File: src/rtl/keyed_running_max_table_assert.svh
// assertion macros for the keyed running maximum table
`ifndef KEYED_RUNNING_MAX_TABLE_ASSERT_SVH
`define KEYED_RUNNING_MAX_TABLE_ASSERT_SVH

`ifndef NO_ASSERTIONS

// same-cycle implication, checked outside reset
`define KMT_ASSERT_NOW(label, clk, rst, ante, cons) \
  label: assert property (@(posedge clk) disable iff (rst) (ante) |-> (cons)) \
    else $error("kmt check failed");

// next-cycle implication, checked outside reset
`define KMT_ASSERT_NEXT(label, clk, rst, ante, cons) \
  label: assert property (@(posedge clk) disable iff (rst) (ante) |=> (cons)) \
    else $error("kmt check failed");

`else

`define KMT_ASSERT_NOW(label, clk, rst, ante, cons)
`define KMT_ASSERT_NEXT(label, clk, rst, ante, cons)

`endif

`endif

File: src/rtl/kmt_pkg.sv
`default_nettype none

package kmt_pkg;

  localparam int ENTRIES = 128;
  localparam int KEY_W   = 64;
  localparam int PRICE_W = 32;
  localparam int CNT_W   = $clog2(ENTRIES + 1);
  localparam int GROUP   = 16;
  localparam int NGROUPS = (ENTRIES + GROUP - 1) / GROUP;
  localparam int NPAD    = NGROUPS * GROUP;

  typedef enum logic [1:0] {
    S_IDLE,
    S_CMP,
    S_GATHER,
    S_RESOLVE
  } state_t;

  // broadcast from the controller to every cell
  typedef struct packed {
    logic               cmp;
    logic               wr;
    logic [KEY_W-1:0]   key;
    logic [PRICE_W-1:0] price;
    logic [CNT_W-1:0]   count;
  } cell_req_t;

  // per-cell (and per-group) match report, value is zero without a hit
  typedef struct packed {
    logic               hit;
    logic [PRICE_W-1:0] value;
  } cell_rsp_t;

endpackage

`default_nettype wire

File: src/rtl/kmt_group.sv
`default_nettype none

module kmt_group (
  input  wire logic                                  clk,
  input  wire logic                                  rst,
  input  wire logic                                  en,
  input  wire kmt_pkg::cell_rsp_t [kmt_pkg::GROUP-1:0] cells,
  output kmt_pkg::cell_rsp_t                         merged
);

  kmt_pkg::cell_rsp_t acc;

  // at most one cell hits, so an or of the gated values picks it
  always_comb begin
    acc = '0;
    for (int k = 0; k < kmt_pkg::GROUP; k++) begin
      acc.hit   = acc.hit | cells[k].hit;
      acc.value = acc.value | cells[k].value;
    end
  end

  always_ff @(posedge clk) begin
    if (rst) begin
      merged <= '0;
    end else if (en) begin
      merged <= acc;
    end
  end

endmodule

`default_nettype wire
File: config.mk
export PLATFORM = sky130hd
export DESIGN_NAME = kmt_group
export DESIGN_NICKNAME = d
export VERILOG_FILES = /design/src/rtl/keyed_running_max_table_assert.svh /design/src/rtl/kmt_pkg.sv /design/src/rtl/kmt_group.sv
export SDC_FILE = /design/constraint.sdc
export NUM_CORES = 1
export LEC_CHECK = 0
export ABC_AREA = 1
export BUFFER_PORTS_ARGS = -buffer_cell sky130_fd_sc_hd__buf_2
export CORE_AREA = 4 4 214 216
export CTS_CLUSTER_SIZE = 12
export DETAILED_ROUTE_END_ITERATION = 6
export DIE_AREA = 0 0 218 220
export PLACE_DENSITY = 0.42
export SKIP_CTS_REPAIR_TIMING = 1
export SLEW_MARGIN = 20
export SYNTH_ARGS = -nofsm -noshare
export SYNTH_HDL_FRONTEND = slang
export SYNTH_SLANG_ARGS = --single-unit
File: constraint.sdc
create_clock -name clk -period 0.8 [get_ports clk]
set_clock_uncertainty 0.1 [all_clocks]
set_input_delay 0 -clock clk [delete_from_list [all_inputs] [get_ports clk]]
set_output_delay 0 -clock clk [all_outputs]
set_load 0.1 [all_outputs]
==> Yosys cells after proc, flatten, opt, wreduce, memory -nomap -nowiden <==
Index checks and enable logic that the tools add are counted.
{ "totals": {"reg_bits": 33, "latch_bits": 0, "ramBits": 0, "romBits": 0, "in_bits": 531, "out_inout_bits": 33, "mem_count": 0} }
{ "op_classes": {"add_sub_neg": 0, "multipliers": 0, "div_mod_pow": 0, "n_lt_le_gt_ge": 0, "eq_ne": 0, "shifts": 0, "n_mux": 0, "n_bitwise": 30, "reduce_logical": 0} }
{ "op_table": {"columns": ["cell", "n"], "rows": [
  ["$or A32 B32 Y32", 15],
  ["$or A1 B1 Y1", 15]
]} }

==> Longest topological paths before layout <==
Gate-level depths: netlist of the first run.
{ "depth": {"depth_word": 15, "mapped_depth": 7} }

==> Least setup slack after synthesis of the first run <==
No wires, ideal clock.
{ "synth_timing": {"path_kind": "reg-to-reg", "from": "register, netlist name merged[31]", "to": "register merged[31] in the netlist's numbering", "setup_ps": 56, "arrival_time_ps": 1226, "required_time_ps": 644, "slack_ps": -582, "path_stages_with_launch": 5, "cell_sequence": "dfxtp_1 -> nor2_1 -> nor2_1 -> nand2_1 -> inv_1"} }
{ "synth_lines": {"columns": ["element", "line", "text"], "rows": [
  ["end signal: assignment", "kmt_group.sv:24", "merged <= '0;"],
  ["end signal: assignment", "kmt_group.sv:26", "merged <= acc;"],
  ["end: declaration", "kmt_group.sv:8", "output kmt_pkg::cell_rsp_t merged"]
]} }

==> Worst setup path after layout of the first run <==
{ "layout_timing": {"from": "register merged[19] in the netlist's numbering", "to": "output merged[19] in the netlist's numbering"} }
No word-level cell between the ends.

==> impl_metrics.tcl, run 1 <==
set metrics [dict create \
    grt.total_usage 0.0800 \
    syn_area_mm2 0.00315 \
    dp_hpwl_um 19600 \
    worstMarginPinSlew_ps 280 \
    maxCapViolCount 0 \
    yosysTopAreaCellShare 0.393 \
    cp_data_required_time_ps 700 \
    die_h_um 220 \
    finalNetCount 1779 \
    holdWs_ps -115 \
    slowest_stage "dfxtp_4" \
    root_buffer "clkbuf_16" \
    gp_congestion 0.880 \
    crit_chain "buf_6, buf_12" \
    largest_reg_flops 33 \
    h-tree-depth 2 \
    fmaxAchievable_ghz 0.978 \
    grt-ovfl-total 0 \
    antenna_found_initial 1 \
    initial_core_util 0.0718 \
    crit_fanout 2 \
    syn_inst 671 \
    grt_pass1_wl_um 29000 \
    ir_drop_uv 516 \
    synth_seq_area_share 0.210 \
    layout-drive-gt1-share 0.520 \
    synth_nets 1202 \
    drcViolationCount 0 \
    drtIter0Drc 141 \
    ios 564 \
    synth_edf_count 0 \
    num_antenna_cells 0 \
    end_kind "primary output" \
    cpPeakStageDelay_ps 350 \
    detail-route-antenna-nets 0 \
    grt_pass1_vias 5867 \
    avgSynthCellArea_um2 4.70 \
    cts_max_path_buffers 2 \
    p_total_mw 7.56 \
    coreArea_mm2 0.0439 \
    final.period_utilization 1.28 \
    path_class "flop to primary output" \
    worst_slack_ps -222 \
    vias 5984 \
    status "finished, violations left" \
    synth.area.top_cells "nor2_1 (39%), dfxtp_1 (21%), nand2_1 (20%)" \
    fin_setup_tns_ps -5210 \
    violations "negative hold slack, negative setup slack" \
    clkLatencyLatePin_ps 300 \
    area_growth_pct 145 \
    firstDrtPassIters 4 \
    largestRegisters "merged (33)" \
    synth_most_common_cell "nor2_1" \
    ys_types 9 \
    hold_path.class "primary input to flop" \
    synth_commonest_cells "nor2_1 (330), nand2_1 (165), inv_1 (66)" \
    routed_wirelength_um 22400 \
    grt_max_degree 41 \
    max-slew-margin-rel 0.812 \
    async_reset_ff_frac 0 \
    crit_arrival_ps 920 \
    yosys_warnings 0 \
    placement.io_buffers 563 \
    cts.sinks 33 \
    rows 77 \
    setup_viol 34 \
    post_dp_cell_area_mm2 0.00742 \
    regMostFlops "merged" \
    clk_pin_slew_worst_paths_ps 60 \
    timing_hold_violations_final 33 \
    cts_tree "built" \
    powerDensity_mw_per_mm2 977 \
    critPathLaunchType "flop" \
    cts_made_buffers 5 \
    synth_ff_type "dfxtp_1" \
    yosys.area.top_type "nor2_1" \
    postLayoutCellArea_mm2 0.00774 \
    avgViaCountPerCell 3.25 \
    period_needed_ps 1020 \
    die_area_mm2 0.0480 \
    ys_ff_latch 33 \
    p_leak_nw 4.12 \
    die_w_um 218 \
    final_max_slew_viol_count 0 \
    rsz0062_at_grt "yes" \
    avgRoutedWirePerCell_um 12.2 \
]
==> worst paths after layout <==
check | startpoint | to | slack, ps | cells after the start
min | cells[516] | merged[21] | -120 | 5
min reg2reg | merged[23] | merged[23] | 460 | 4
max reg2reg | merged[32] | merged[32] | -80 | 5
max | merged[19] | merged[19] | -220 | 2
==> per-stage QoR <==
step	setup slack (ps)	util	instances
3_5_place_dp	-254	0.169	1830
5_1_grt	-270	0.176	1841
4_1_cts	-293	0.172	1838
2_1_floorplan	-105	-	671
6_report	-222	0.176	1841
3_3_place_gp	-245	0.169	1830
==> layout by cell type (no fill, tap or decap) <==
| master | count |
|---|---|
| buf_2 | 529 |
| nor2_1 | 301 |
| nand2_1 | 165 |
| inv_1 | 66 |
| buf_12 | 36 |
| nor3_1 | 33 |
| nand3_1 | 33 |
| dfxtp_4 | 33 |
| nor2_2 | 26 |
| clkbuf_16 | 7 |
| buf_4 | 7 |
| buf_6 | 7 |
| nor2_4 | 3 |
| clkinv_1 | 2 |
| clkinv_2 | 1 |
==> critical path, delay by kind of cell, from the launching register on <==
family / cells / cell delay [ps]
buf+inv: 2 / 260
flops: 1 / 350
==> metal layers <==
layer / vias to the layer above / track usage / routed length, µm
li1: 3160 / - / -
met3: 32 / 0.0241 / 2350
met1: 2423 / 0.0765 / 7490
met5: - / 0 / 0
met2: 369 / 0.156 / 11800
met4: 0 / 0.0373 / 820
==> logic make-up after synthesis <==
family                 count (synthesis)  share of synthesized area
and+or+nand+nor                      561                      0.694
buffers and inverters                 77                     0.0964
DFF                                   33                      0.210
==> power by group <==
| group | switching, mW | total (mW) | internal, mW |
|---|---|---|---|
| Combinational | 1.89 | 3.64 | 1.76 |
| Clock | 0.901 | 2.03 | 1.13 |
| Sequential | 0.140 | 1.88 | 1.74 |
| Total | 2.93 | 7.56 | 4.63 |
==> final cells by class <==
type	instances	area, µm²
multi-input cells	561	2280
inverters	66	248
fillers	5087	36200
clock buffers	5	125
flip-flops and latches	33	785
well taps	592	741
repair buffers	581	3550
clock inverters	3	12.5
Note: power is estimated with default switching activity, not from simulation.
==> run 2, diff against run 1 <==
Settings changed: ABC_AREA 1 to not set, CORE_AREA 4 4 214 216 to 4 4 215 217, DIE_AREA 0 0 218 220 to 0 0 219 221, PLACE_DENSITY 0.42 to not set.
==> impl_metrics.tcl, run 2 <==
set metrics [dict create \
    area_growth_pct 217 \
    hold_path.class "primary input to flop" \
    final_max_slew_viol_count 0 \
    ir_drop_uv 613 \
    critPathLaunchType "flop" \
    use_met3 0.0307 \
    grt-ovfl-total 0 \
    die_area_mm2 0.0484 \
    largestRegisters "merged (33)" \
    setup_viol 40 \
    h-tree-depth 2 \
    grt_pass1_wl_um 31200 \
    grt_pass1_vias 5768 \
    fin_setup_tns_ps -7650 \
    vias 5504 \
    clk_pin_slew_worst_paths_ps 70 \
    rows 77 \
    grtUsageMet2 0.161 \
    mostFrequentLayoutCells "buf_2 (529), nor4_1 (80), nor2_1 (45), buf_12 (36), dfxtp_4 (33)" \
    clkLatencyLatePin_ps 310 \
    status "finished, violations left" \
    synth_ff_type "dfxtp_1" \
    max-slew-margin-rel 0.762 \
    die_w_um 219 \
    crit_buf_inv 2 \
    async_reset_ff_frac 0 \
    placement.io_buffers 563 \
    regMostFlops "merged" \
    ios 564 \
    cp_data_required_time_ps 700 \
    timing_hold_violations_final 33 \
    path_class "flop to primary output" \
    holdWs_ps -194 \
    finalNetCount 1448 \
    layout-drive-gt1-share 0.757 \
    ys_ff_latch 33 \
    maxCapViolCount 0 \
    cts_max_path_buffers 2 \
    crit_fanout 2 \
    antenna_found_initial 25 \
    avgViaCountPerCell 3.59 \
    coreArea_mm2 0.0441 \
    period_needed_ps 1050 \
    rsz0062_at_grt "yes" \
    seq_area_um2 785 \
    grt_max_degree 31 \
    final_common_cell "buf_2" \
    powerDensity_mw_per_mm2 1040 \
    n_fill_cell 4952 \
    root_buffer "clkbuf_16" \
    die_h_um 221 \
    largest_reg_flops 33 \
    violations "negative hold slack, negative setup slack" \
    crit_arrival_ps 950 \
    grt.total_usage 0.0885 \
    ys_types 15 \
    cts.sinks 33 \
    routed_wirelength_um 26200 \
    avgRoutedWirePerCell_um 17.1 \
    initial_core_util 0.0539 \
    yosys_warnings 0 \
    synth_commonest_cells "nor4_1 (99), nor2_1 (64), dfxtp_1 (33)" \
    cts_made_buffers 5 \
    worstMarginPinSlew_ps 353 \
    avgSynthCellArea_um2 7.72 \
    synth_seq_area_share 0.278 \
    syn_inst 308 \
    crit_chain "buf_6, buf_12" \
    syn_area_mm2 0.00238 \
    gp_congestion 0.945 \
    yosysTopAreaCellShare 0.278 \
    utilization 0.171 \
    end_kind "primary output" \
    yosys.area.top_type "dfxtp_1" \
    synth.area.top_cells "dfxtp_1 (28%), nor4_1 (26%), o41a_1 (15%)" \
    fmaxAchievable_ghz 0.952 \
    detail-route-antenna-nets 0 \
    grt_busiest_layer "met2" \
    use_met1 0.0770 \
    final.period_utilization 1.31 \
    drtIter0Drc 215 \
    cts_tree "built" \
    crit_family "flip-flops" \
    synth_most_common_cell "nor4_1" \
    synth_edf_count 0 \
    firstDrtPassIters 5 \
    worst_slack_ps -250 \
    slowest_stage "dfxtp_4" \
    multi_input_area_mm2 0.00187 \
    drcViolationCount 0 \
    dp_hpwl_um 21500 \
    cpPeakStageDelay_ps 360 \
    p_leak_nw 3.42 \
    synth_nets 839 \
]
run 2: cell types whose count changed after synthesis, moves of 4 or more:
| cell | change |
|---|---|
| nor2b_1 | +29 |
| nand3_1 | -33 |
| nand4_1 | +31 |
| and2b_1 | +4 |
| nor4_1 | +99 |
| o41a_1 | +31 |
| nand2_1 | -165 |
| inv_1 | -66 |
| nor2_1 | -266 |
| nor3_1 | -31 |
run 2: layout make-up:
type | count | area share
tap | 592 | 0.0981
timing repair buffer | 613 | 0.524
clock buffer | 8 | 0.0181
multi-input combinational | 264 | 0.248
antenna | 25 | 0.00829
sequential | 33 | 0.104
run 2: logic make-up after synthesis:
logic type      synth area share
flops                      0.278
compound gates             0.153
buf+inv                   0.0253
simple gates               0.544
run 2: per-stage QoR:
step / power (mW) / worst slack [ps] / hold WS, ps / std cells / instance area (µm²)
after floorplan: 3.09 / -149 / 34.7 / 308 / 2500
after global placement: 5.33 / -466 / 123 / 1492 / 6850
after detailed placement: 5.37 / -471 / 125 / 1492 / 6850
after CTS: 7.82 / -311 / -235 / 1500 / 6980
after global routing: 8.35 / -289 / -219 / 1528 / 7530
final: 7.88 / -250 / -194 / 1535 / 7550
run 2: per-layer routing:
layer / up-vias / wire length (µm)
met5: - / 31
met4: 4 / 1590
met3: 70 / 2920
met2: 431 / 12800
met1: 2462 / 8850
li1: 2537 / -
run 2: report_power, final:
group	leakage, nW	internal (mW)	switching [mW]
clock network	0.0653	1.17	1.04
registers	0.293	1.74	0.103
logic	3.06	1.93	1.89
run 2: worst paths after layout:
| check | start | endpoint | slack, ps | depth (start not counted) |
|---|---|---|---|---|
| setup / recovery | merged[6] | merged[6] | -250 | 2 |
| hold / removal | cells[482] | merged[20] | -190 | 2 |
| setup reg to reg | merged[10] | merged[10] | -100 | 4 |
| hold reg to reg | merged[7] | merged[7] | 410 | 2 |
