[config.mk]
export PLATFORM = sky130hd
export DESIGN_NAME = kmt_cell
export DESIGN_NICKNAME = d
export VERILOG_FILES = /design/src/rtl/keyed_running_max_table_assert.svh /design/src/rtl/kmt_pkg.sv /design/src/rtl/kmt_cell.sv
export SDC_FILE = /design/constraint.sdc
export NUM_CORES = 1
export LEC_CHECK = 0
export BUFFER_PORTS_ARGS = -buffer_cell sky130_fd_sc_hd__buf_2
export CAP_MARGIN = 0
export CORE_UTILIZATION = 40
export DETAILED_ROUTE_END_ITERATION = 8
export HOLD_SLACK_MARGIN = 0.08
export PLACE_DENSITY_LB_ADDON = 0.05
export SLEW_MARGIN = 20
export SYNTH_ARGS = -nofsm -noshare
export SYNTH_HDL_FRONTEND = slang
export SYNTH_SLANG_ARGS = --single-unit
[constraint.sdc]
create_clock -name clk -period 22.4 [get_ports clk]
set_input_delay 5.6 -clock clk [delete_from_list [all_inputs] [get_ports clk]]
set_output_delay 5.6 -clock clk [all_outputs]
set_load 0.005 [all_outputs]
[src/rtl/keyed_running_max_table_assert.svh]
// assertion macros for the keyed running maximum table
`ifndef KEYED_RUNNING_MAX_TABLE_ASSERT_SVH
`define KEYED_RUNNING_MAX_TABLE_ASSERT_SVH

`ifndef NO_ASSERTIONS

// same-cycle implication, checked outside reset
`define KMT_ASSERT_NOW(label, clk, rst, ante, cons) \
  label: assert property (@(posedge clk) disable iff (rst) (ante) |-> (cons)) \
    else $error("kmt check failed");

// next-cycle implication, checked outside reset
`define KMT_ASSERT_NEXT(label, clk, rst, ante, cons) \
  label: assert property (@(posedge clk) disable iff (rst) (ante) |=> (cons)) \
    else $error("kmt check failed");

`else

`define KMT_ASSERT_NOW(label, clk, rst, ante, cons)
`define KMT_ASSERT_NEXT(label, clk, rst, ante, cons)

`endif

`endif

[src/rtl/kmt_pkg.sv]
`default_nettype none

package kmt_pkg;

  localparam int ENTRIES = 128;
  localparam int KEY_W   = 64;
  localparam int PRICE_W = 32;
  localparam int CNT_W   = $clog2(ENTRIES + 1);
  localparam int GROUP   = 16;
  localparam int NGROUPS = (ENTRIES + GROUP - 1) / GROUP;
  localparam int NPAD    = NGROUPS * GROUP;

  typedef enum logic [1:0] {
    S_IDLE,
    S_CMP,
    S_GATHER,
    S_RESOLVE
  } state_t;

  // broadcast from the controller to every cell
  typedef struct packed {
    logic               cmp;
    logic               wr;
    logic [KEY_W-1:0]   key;
    logic [PRICE_W-1:0] price;
    logic [CNT_W-1:0]   count;
  } cell_req_t;

  // per-cell (and per-group) match report, value is zero without a hit
  typedef struct packed {
    logic               hit;
    logic [PRICE_W-1:0] value;
  } cell_rsp_t;

endpackage

`default_nettype wire

[src/rtl/kmt_cell.sv]
`default_nettype none

module kmt_cell (
  input  wire logic                    clk,
  input  wire logic                    rst,
  input  wire logic [kmt_pkg::CNT_W-1:0] idx,
  input  wire kmt_pkg::cell_req_t      req,
  output kmt_pkg::cell_rsp_t           rsp
);

  logic [kmt_pkg::KEY_W-1:0]   key_q;
  logic [kmt_pkg::PRICE_W-1:0] max_q;
  logic                        occupied;
  logic                        match;
  logic [kmt_pkg::PRICE_W-1:0] bigger;

  always_comb begin
    occupied = idx < req.count;
    match    = req.cmp && occupied && (key_q == req.key);
    bigger   = (req.price > max_q) ? req.price : max_q;
  end

  // entry storage, written on append or raised on a hit
  always_ff @(posedge clk) begin
    if (req.wr && (idx == req.count)) begin
      key_q <= req.key;
      max_q <= req.price;
    end else if (match) begin
      max_q <= bigger;
    end
  end

  always_ff @(posedge clk) begin
    if (rst) begin
      rsp <= '0;
    end else begin
      rsp.hit   <= match;
      rsp.value <= match ? bigger : '0;
    end
  end

endmodule

`default_nettype wire

## Word level (Yosys, flattened, before mapping)

Index checks and enable logic that the tools add are counted.

- Logic and storage cells: 17
- Register bits after elaboration: 129

- Bitwise logic cells: 1
- Reductions and logical operators: 5
- Mux-type cells: 3
- Equal/unequal tests: 2
- Magnitude comparators: 2

Operators by type and width:

| operator | count |
|---|---|
| $mux W32 | 3 |
| $eq A64 B64 Y1 | 1 |
| $gt A32 B32 Y1 | 1 |
| $eq A8 B8 Y1 | 1 |
| $lt A8 B8 Y1 | 1 |
| $logic_and A1 B1 Y1 | 3 |
| $reduce_bool A2 Y1 | 1 |
| $reduce_or A2 Y1 | 1 |
| $not A1 Y1 | 1 |

## Depth between registers and ports, before layout

Gate-level depths: netlist (run 1).

- Depth after elaboration: 5
- Gate-level depth with buffers: 10
- Gate-level depth less buffers: 8

## Least setup slack after synthesis (run 1)

No wires, ideal clock.

- Path kind: input to register
- From: input req[7] (netlist name)
- To: register max_q[0] (netlist name) (enable)
- Data arrival time: 11.628 ns
- Stages: 5
- Data required time: 22.025 ns
- Buffers on the path: 0
- Slack: 10.397 ns
- Cells stage by stage: inv_1 -> ha_1 -> nand4_1 -> nor3_1 -> or2_2

- Word-level cells in the longest chain between the ends: 4

RTL lines:

| item | RTL line | source |
|---|---|---|
| start: declaration | kmt_cell.sv:7 | `input wire kmt_pkg::cell_req_t req,` |
| $lt A8 B8 Y1 | kmt_cell.sv:18 | `occupied = idx < req.count;` |
| $logic_and A1 B1 Y1 (2 in series) | kmt_cell.sv:19 | `match = req.cmp && occupied && (key_q == req.key);` |
| $reduce_bool A2 Y1 (no line) * | n/a |  |
| end signal: assignment | kmt_cell.sv:27 | `max_q <= req.price;` |
| end signal: assignment | kmt_cell.sv:29 | `max_q <= bigger;` |
| end: declaration | kmt_cell.sv:12 | `logic [kmt_pkg::PRICE_W-1:0] max_q;` |

Mark *: on every way between the ends. The rest lies on a longest branch, timed or not.
A chain may end at the register's enable or synchronous reset.

## Worst setup path in the final report (run 1)

- From: input req[19] (netlist name)
- To: register max_q[5] (netlist name) (data pin)

- Word-level cells in the longest chain between the ends: 4

RTL lines:

| item | RTL line | source |
|---|---|---|
| $gt A32 B32 Y1 | kmt_cell.sv:20 | `bigger = (req.price > max_q) ? req.price : max_q;` |
| $mux W32 | kmt_cell.sv:20 |  |
| $mux W32 | kmt_cell.sv:28 | `end else if (match) begin` |
| $mux W32 | kmt_cell.sv:25 | `if (req.wr && (idx == req.count)) begin` |

No other way between the ends. The select of a mux whose other input is x is not followed.

==> parameters.txt, run 1 <==
Parameter                              Value

Timing
  Highest Clock Rate    0.118 GHz
  Post-route clock skew    0.0106 ns
  Setup-failing EPs final    0
  Aggregate negative setup slack    0 ns
  Worst slack on hold paths    slightly below 0.6 ns
  Number of failing hold endpoints at the final stage    0
  Fin worst setup slack    13.95 ns
  Worst max-slew margin expressed relative to the limit    between 40% and 50%
  Measured slew at the worst slew-check pin    0.867 ns
  Share of the clock period used by the worst path after layout    37.7%
  Unrepaired setup endpoints after global routing    false
  Shortest period the worst path allows    8.45 ns
  Final slew viol count    0

Pwr
  Worst-case vdd ir drop    0.0554 mV
  Power per cell area    74.0 nW/um2
  Static Leak    3.33 nW
  Power after layout    about 600 uW

Synth
  Top cell type by total area after synthesis    sky130_fd_sc_hd__edfxtp_1
  Ranking of synthesized cells by instance count    sky130_fd_sc_hd__edfxtp_1, sky130_fd_sc_hd__inv_1, sky130_fd_sc_hd__a21oi_1
  Number of flops mapped to enable cells by yosys    96
  Cell count after synthesis    528
  Commonest register cell after synthesis    sky130_fd_sc_hd__edfxtp_1
  Top cells by area, synth    sky130_fd_sc_hd__edfxtp_1, sky130_fd_sc_hd__dfxtp_1, sky130_fd_sc_hd__ha_1
  Number of synthesis warnings    0
  Mean post-synth cell area    12.0 um2
  Register bit count reported by yosys    129
  Count of unique library cells instantiated by Yosys    41
  Cell with the most instances after synthesis    sky130_fd_sc_hd__edfxtp_1
  Nets in the synthesized netlist    684
  Share of synthesized flip-flops with an asynchronous set or reset    0%
  Sequential cell area fraction in the yosys report    55.8%
  Portion of synthesized cell area occupied by the leading cell type    45.4%
  Post-Synthesis Cell Area    6340 um2

Clock network
  Root Driver    sky130_fd_sc_hd__clkbuf_16
  Cts bufs inserted    17
  CTS sink cnt    between 100 and 150
  Count of instances resized after the clock tree is built    0
  Number of buffers between clock root and the deepest sink    2
  Number of setup buffers added after CTS    0
  Clock latency on the worst-skew pair    0.42 ns
  CTS H-tree lvls    4
  Clock tree from TritonCTS    yes
  Post-cts hold buffer count    0
  Clock transition at the registers of the reported paths    0.06 ns

Die
  Die area    between 15000 and 20000 um2
  Number of top-level design ports    149
  Rows    45
  Die X-Extent    128 um
  Effective utilization at floorplan    41.4%
  Core Box Area    ~15000 um2
  Y dimension of the die    roughly 130 um

Worst setup path
  Category of the worst setup path capture point    register
  Kind of launch point of the worst setup path    input port
  Worst-path maximum fanout    33
  Setup Crit Path Kind    in2reg
  Arr. time, crit path    8.62 ns
  Worst endpoint required time    22.57 ns

Detailed routing
  Wire length per cell after detailed routing    16.0 um
  Aggregate routed wire length    14500 um
  DR vias    4547
  First drt pass iteration count    6
  First DRT Iteration DRCs    270
  Via-to-Cell Ratio    roughly 5
  Number of nets with antenna violations after routing    0
  # DRC    0

Finish
  Diode count    0
  Area overhead of the layout relative to synthesis    25.2%
  Final standard cell utilization of the core    51.9%
  Final net count    around 840
  Proportion of layout cells with a drive suffix above 1    32.2%

Flow run
  Number of max-cap violations    0

Outcome
  Run status    complete, no violations

Placed design
  Port Buf Inserts    ~150
  Post-placement setup slack    13.48 ns
  Post-DP HPWL    10100 um
  Weighted congestion reported at the end of routability-driven placement    around 0.79

Global routing
  Number of global-route vias before repair    4524
  Pin count of the biggest net entering global routing    67
  Total GRT Usage    18.7%
  GRT Residual Overflow    0
  First-pass GRT wire length    about 23000 um
  Number of antenna violations at the first check in global routing    0

Min path
  Worst min-delay path category    reg2reg
[routing by layer]
| layer | vias to the layer above | global-route usage [%] | part of all wire (%) |
|---|---|---|---|
| met2 | 121 | 30.7 | 48 |
| met4 | 0 | 6.64 | 0.86 |
| met1 | 2162 | 23.4 | 46 |
| li1 | 2250 | - | - |
| met5 | - | 0 | 0 |
| met3 | 14 | 5.51 | 5.6 |
[critical path: stages]
cell and delay, ns:
sky130_fd_sc_hd__buf_2 0.12, sky130_fd_sc_hd__ha_1 0.32, sky130_fd_sc_hd__nand4_1 0.19, sky130_fd_sc_hd__nor4_2 0.44, sky130_fd_sc_hd__and2b_1 0.28, sky130_fd_sc_hd__o31a_4 0.25, sky130_fd_sc_hd__nor3_4 0.59, sky130_fd_sc_hd__buf_4 0.42
sky130_fd_sc_hd__mux2_2 0.38
[cell type report]
type | count | area [um2]
fill | 1418 | 7370
sequential | 129 | 3540
timing repair buffer | 154 | 786
clock buffer | 23 | 531
inverter | 49 | 184
tap | 211 | 264
multi-input combinational | 331 | 2540
clock inverter | 9 | 97.6
[registers in the layout, indices dropped and copies added (netlist names)]
register,count
max_q,32
rsp,33
key_q,64
[report_power, final]
| group | switching (mW) | leakage (nW) | internal (mW) |
|---|---|---|---|
| Combinational | 0.0212 | 1.90 | 0.0201 |
| Clock | 0.102 | 0.306 | 0.188 |
| Sequential | 0.000249 | 1.13 | 0.257 |
[kinds of logic (layout without fill, tap and decap cells)]
kind of cell             after synthesis  in the layout  synth area share [%]
AO/OA/AOI/OAI                        105            105                  9.66
AND/OR/NAND/NOR                      105            105                  9.72
adder cells (fa/ha/maj)               40             40                  7.89
XOR/XNOR                              49             49                  6.76
multiplexers                          32             32                  5.68
buffers and inverters                 68            235                  4.44
flip-flops                           129            129                  55.8
[final timing paths]
check                            end  cells after the start                start  slack, ns
setup / recovery  max_q[5]$_DFFE_PP_                      9              req[19]      13.95
hold / removal    rsp[27]$_SDFF_PP0_                      2  max_q[27]$_DFFE_PP_       0.59
setup reg to reg  max_q[5]$_DFFE_PP_                      9   max_q[7]$_DFFE_PP_      18.84
hold reg to reg   rsp[27]$_SDFF_PP0_                      2  max_q[27]$_DFFE_PP_       0.59
[stage by stage]
step / std cells / area (um2)
floorplan: 528 / 6340
detailed placement: 874 / 7320
global placement: 874 / 7320
finish: 906 / 7940
CTS: 906 / 7940
global route: 906 / 7940
[cells in the final DEF, fill, tap and decap left out, types with 3 or more instances in the layout]
cell | netlist | routed
sky130_fd_sc_hd__buf_4 | 0 | 6
sky130_fd_sc_hd__nor4_1 | 13 | 13
sky130_fd_sc_hd__nor2_1 | 3 | 3
sky130_fd_sc_hd__nand3_1 | 36 | 36
sky130_fd_sc_hd__dfxtp_1 | 33 | 33
sky130_fd_sc_hd__xor2_1 | 44 | 44
sky130_fd_sc_hd__nor2b_1 | 19 | 19
sky130_fd_sc_hd__clkinv_2 | 0 | 3
sky130_fd_sc_hd__o21ai_0 | 36 | 36
sky130_fd_sc_hd__a2111oi_0 | 6 | 6
sky130_fd_sc_hd__clkbuf_16 | 0 | 19
sky130_fd_sc_hd__mux2_2 | 31 | 31
sky130_fd_sc_hd__buf_2 | 3 | 148
sky130_fd_sc_hd__edfxtp_1 | 96 | 96
sky130_fd_sc_hd__clkbuf_8 | 0 | 4
sky130_fd_sc_hd__inv_1 | 49 | 49
sky130_fd_sc_hd__nand2_1 | 7 | 7
sky130_fd_sc_hd__xnor2_1 | 5 | 5
sky130_fd_sc_hd__nand4_1 | 13 | 13
sky130_fd_sc_hd__ha_1 | 40 | 40
sky130_fd_sc_hd__a21oi_1 | 48 | 48
sky130_fd_sc_hd__nand2b_1 | 4 | 4
Note: power is estimated with default switching activity, not from simulation.
==> inputs of run 2 (changes only) <==
clock period = 6.9 ns   (was 22.4 ns; I/O delays follow)
==> run 2 against run 1 <==
Effect of this change:
- flip-flop and latch count unchanged
- combinational power rose to 3.2 times the previous value
- routed wire length down 1.8%
- critical path depth unchanged
- via count up 0.84%
- critical path type unchanged
- largest cell class unchanged
==> parameters.txt, run 2 (synthesized netlist as in run 1, its figures left out) <==
Parameter                              Value

Outcome
  Run status    complete, no violations (unchanged)

Timing
  Post-route clock skew    0.00782 ns (was 0.0106 ns)
  Highest Clock Rate    around 0.22 GHz
  Shortest period the worst path allows    4.57 ns
  Worst max-slew margin expressed relative to the limit    42.9% (was 42.2%)
  Setup-failing EPs final    0 (unchanged)
  Share of the clock period used by the worst path after layout    about two thirds
  Final slew viol count    0 (unchanged)
  Aggregate negative setup slack    0 ns (unchanged)
  Worst slack on hold paths    0.587 ns (was 0.589 ns)
  Unrepaired setup endpoints after global routing    false (unchanged)
  Number of failing hold endpoints at the final stage    0 (unchanged)
  Measured slew at the worst slew-check pin    0.856 ns (was 0.867 ns)

Placed design
  Post-DP HPWL    9990 um (was 10100 um)
  Port Buf Inserts    148 (unchanged)
  Weighted congestion reported at the end of routability-driven placement    0.775 (was 0.785)

Worst setup path
  Kind of launch point of the worst setup path    input port (unchanged)
  Chain of cells forming the critical path    buf_2 > ha_1 > nand4_2 > nor4_2 > and2b_1 > o31a_4 > nor3_4 > buf_4 > mux2_2 (was buf_2 > ha_1 > nand4_1 > nor4_2 > and2b_1 > o31a_4 > nor3_4 > buf_4 > mux2_2)
  Critical-path top delay cell    sky130_fd_sc_hd__nor3_4 (unchanged)
  Arr. time, crit path    4.73 ns (was 8.62 ns)
  Worst-path maximum fanout    33 (unchanged)
  Category of the worst setup path capture point    register (unchanged)
  Worst endpoint required time    7.06 ns (was 22.57 ns)
  Worst stage delay on the critical path    0.67 ns (was 0.59 ns)
  Setup Crit Path Kind    in2reg (unchanged)
  Number of cells traversed by the worst register-to-register path    9 (unchanged)

Pwr
  Static Leak    3.32 nW (was 3.33 nW)
  Worst-case vdd ir drop    0.213 mV (was 0.0554 mV)
  Power after layout    1.83 mW (was 588 uW)
  Power per cell area    231 nW/um2 (was 74.0 nW/um2)

Global routing
  First-pass GRT wire length    22600 um (was 23200 um)
  GRT Residual Overflow    0 (unchanged)
  Number of antenna violations at the first check in global routing    0 (unchanged)
  Number of global-route vias before repair    4605 (was 4524)
  Pin count of the biggest net entering global routing    66 (was 67)
  Total GRT Usage    18.2% (was 18.7%)

Clock network
  Root Driver    sky130_fd_sc_hd__clkbuf_16 (unchanged)
  CTS sink cnt    129 (unchanged)
  Cts bufs inserted    17 (unchanged)
  Post-cts hold buffer count    0 (unchanged)
  Number of buffers between clock root and the deepest sink    2 (unchanged)
  CTS H-tree lvls    4 (unchanged)
  Number of setup buffers added after CTS    0 (unchanged)
  Clock transition at the registers of the reported paths    0.05 ns (was 0.06 ns)
  Clock latency on the worst-skew pair    0.41 ns (was 0.42 ns)
  Clock tree from TritonCTS    yes (unchanged)
  Count of instances resized after the clock tree is built    0 (unchanged)

Die
  Core Box Area    15300 um2 (unchanged)
  Number of top-level design ports    149 (unchanged)
  Rows    45 (unchanged)
  Y dimension of the die    128 um (unchanged)
  Effective utilization at floorplan    41.4% (unchanged)
  Die area    16400 um2 (unchanged)
  Die X-Extent    128 um (unchanged)

Finish
  Most flops, register    key_q (unchanged)
  Area overhead of the layout relative to synthesis    24.5% (was 25.2%)
  Most common library cell in the layout ignoring fill and taps    sky130_fd_sc_hd__buf_2 (unchanged)
  Diode count    0 (unchanged)
  Filler cells    1405 (was 1418)
  Flip-flop count of the largest register after layout    64 (unchanged)
  Commonest cells after routing, fill and taps aside    sky130_fd_sc_hd__buf_2, sky130_fd_sc_hd__edfxtp_1, sky130_fd_sc_hd__inv_1 (unchanged)
  Proportion of layout cells with a drive suffix above 1    31.7% (was 32.2%)
  Biggest registers after layout    key_q: 64 flops, rsp: 33 flops, max_q: 32 flops (unchanged)
  Final net count    838 (unchanged)

Flow run
  Number of max-cap violations    0 (unchanged)

Detailed routing
  DR vias    4585 (was 4547)
  Wire length per cell after detailed routing    15.7 um (was 16.0 um)
  Number of nets with antenna violations after routing    0 (unchanged)
  Aggregate routed wire length    14200 um (was 14500 um)
  # DRC    0 (unchanged)
  Via-to-Cell Ratio    5.06 (was 5.02)
  First drt pass iteration count    5 (was 6)
  First DRT Iteration DRCs    247 (was 270)

Min path
  Cell count of the worst hold path    2 (unchanged)
  Worst min-delay path category    reg2reg (unchanged)
[run 2: final cells by class]
class | count | area [um2] | area share (%)
multi-input cells | 331 | 2540 | 32.2
clock buffers | 28 | 559 | 7.08
flip-flops and latches | 129 | 3540 | 44.9
inverters | 49 | 184 | 2.33
repair buffers | 154 | 786 | 9.95
well taps | 211 | 264 | 3.34
clock inverters | 4 | 17.5 | 0.222
[run 2: layer usage]
layer  vias up  GRT usage [%]  part of all wire (%)
li1       2252              -                     -
met1      2167           22.6                    45
met2       153           30.0                    47
met3        13           5.63                   6.5
met4         0           6.30                   1.3
met5         -              0                     0
[run 2: worst paths after layout]
path                             from                  to  slack [ns]
setup / recovery              req[22]  max_q[9]$_DFFE_PP_        2.33
hold / removal     max_q[9]$_DFFE_PP_   rsp[9]$_SDFF_PP0_        0.59
setup reg to reg  max_q[14]$_DFFE_PP_  max_q[9]$_DFFE_PP_        3.35
hold reg to reg    max_q[9]$_DFFE_PP_   rsp[9]$_SDFF_PP0_        0.59
[run 2: report_power, final]
part / switching [mW] / internal (mW) / total, mW
Sequential: 0.000811 / 0.835 / 0.836
Clock: 0.311 / 0.547 / 0.859
Combinational: 0.0688 / 0.0649 / 0.134
[run 2: through the flow]
stage	cell area [um2]	std cells	worst slack [ns]	util, %
after floorplan	6350	528	0.934	-
final	7900	906	2.33	51.6
after global routing	7900	906	2.18	51.6
after global placement	7320	874	1.94	47.8
after detailed placement	7320	874	1.89	47.8
after CTS	7900	906	2.33	51.6
[run 2: worst max-delay path, delay by kind of cell]
| family | cells | cell delay, ns |
|---|---|---|
| compound gates | 1 | 0.25 |
| fa+ha+maj | 1 | 0.32 |
| buf+inv | 2 | 0.52 |
| mux | 1 | 0.37 |
| simple gates | 4 | 1.52 |
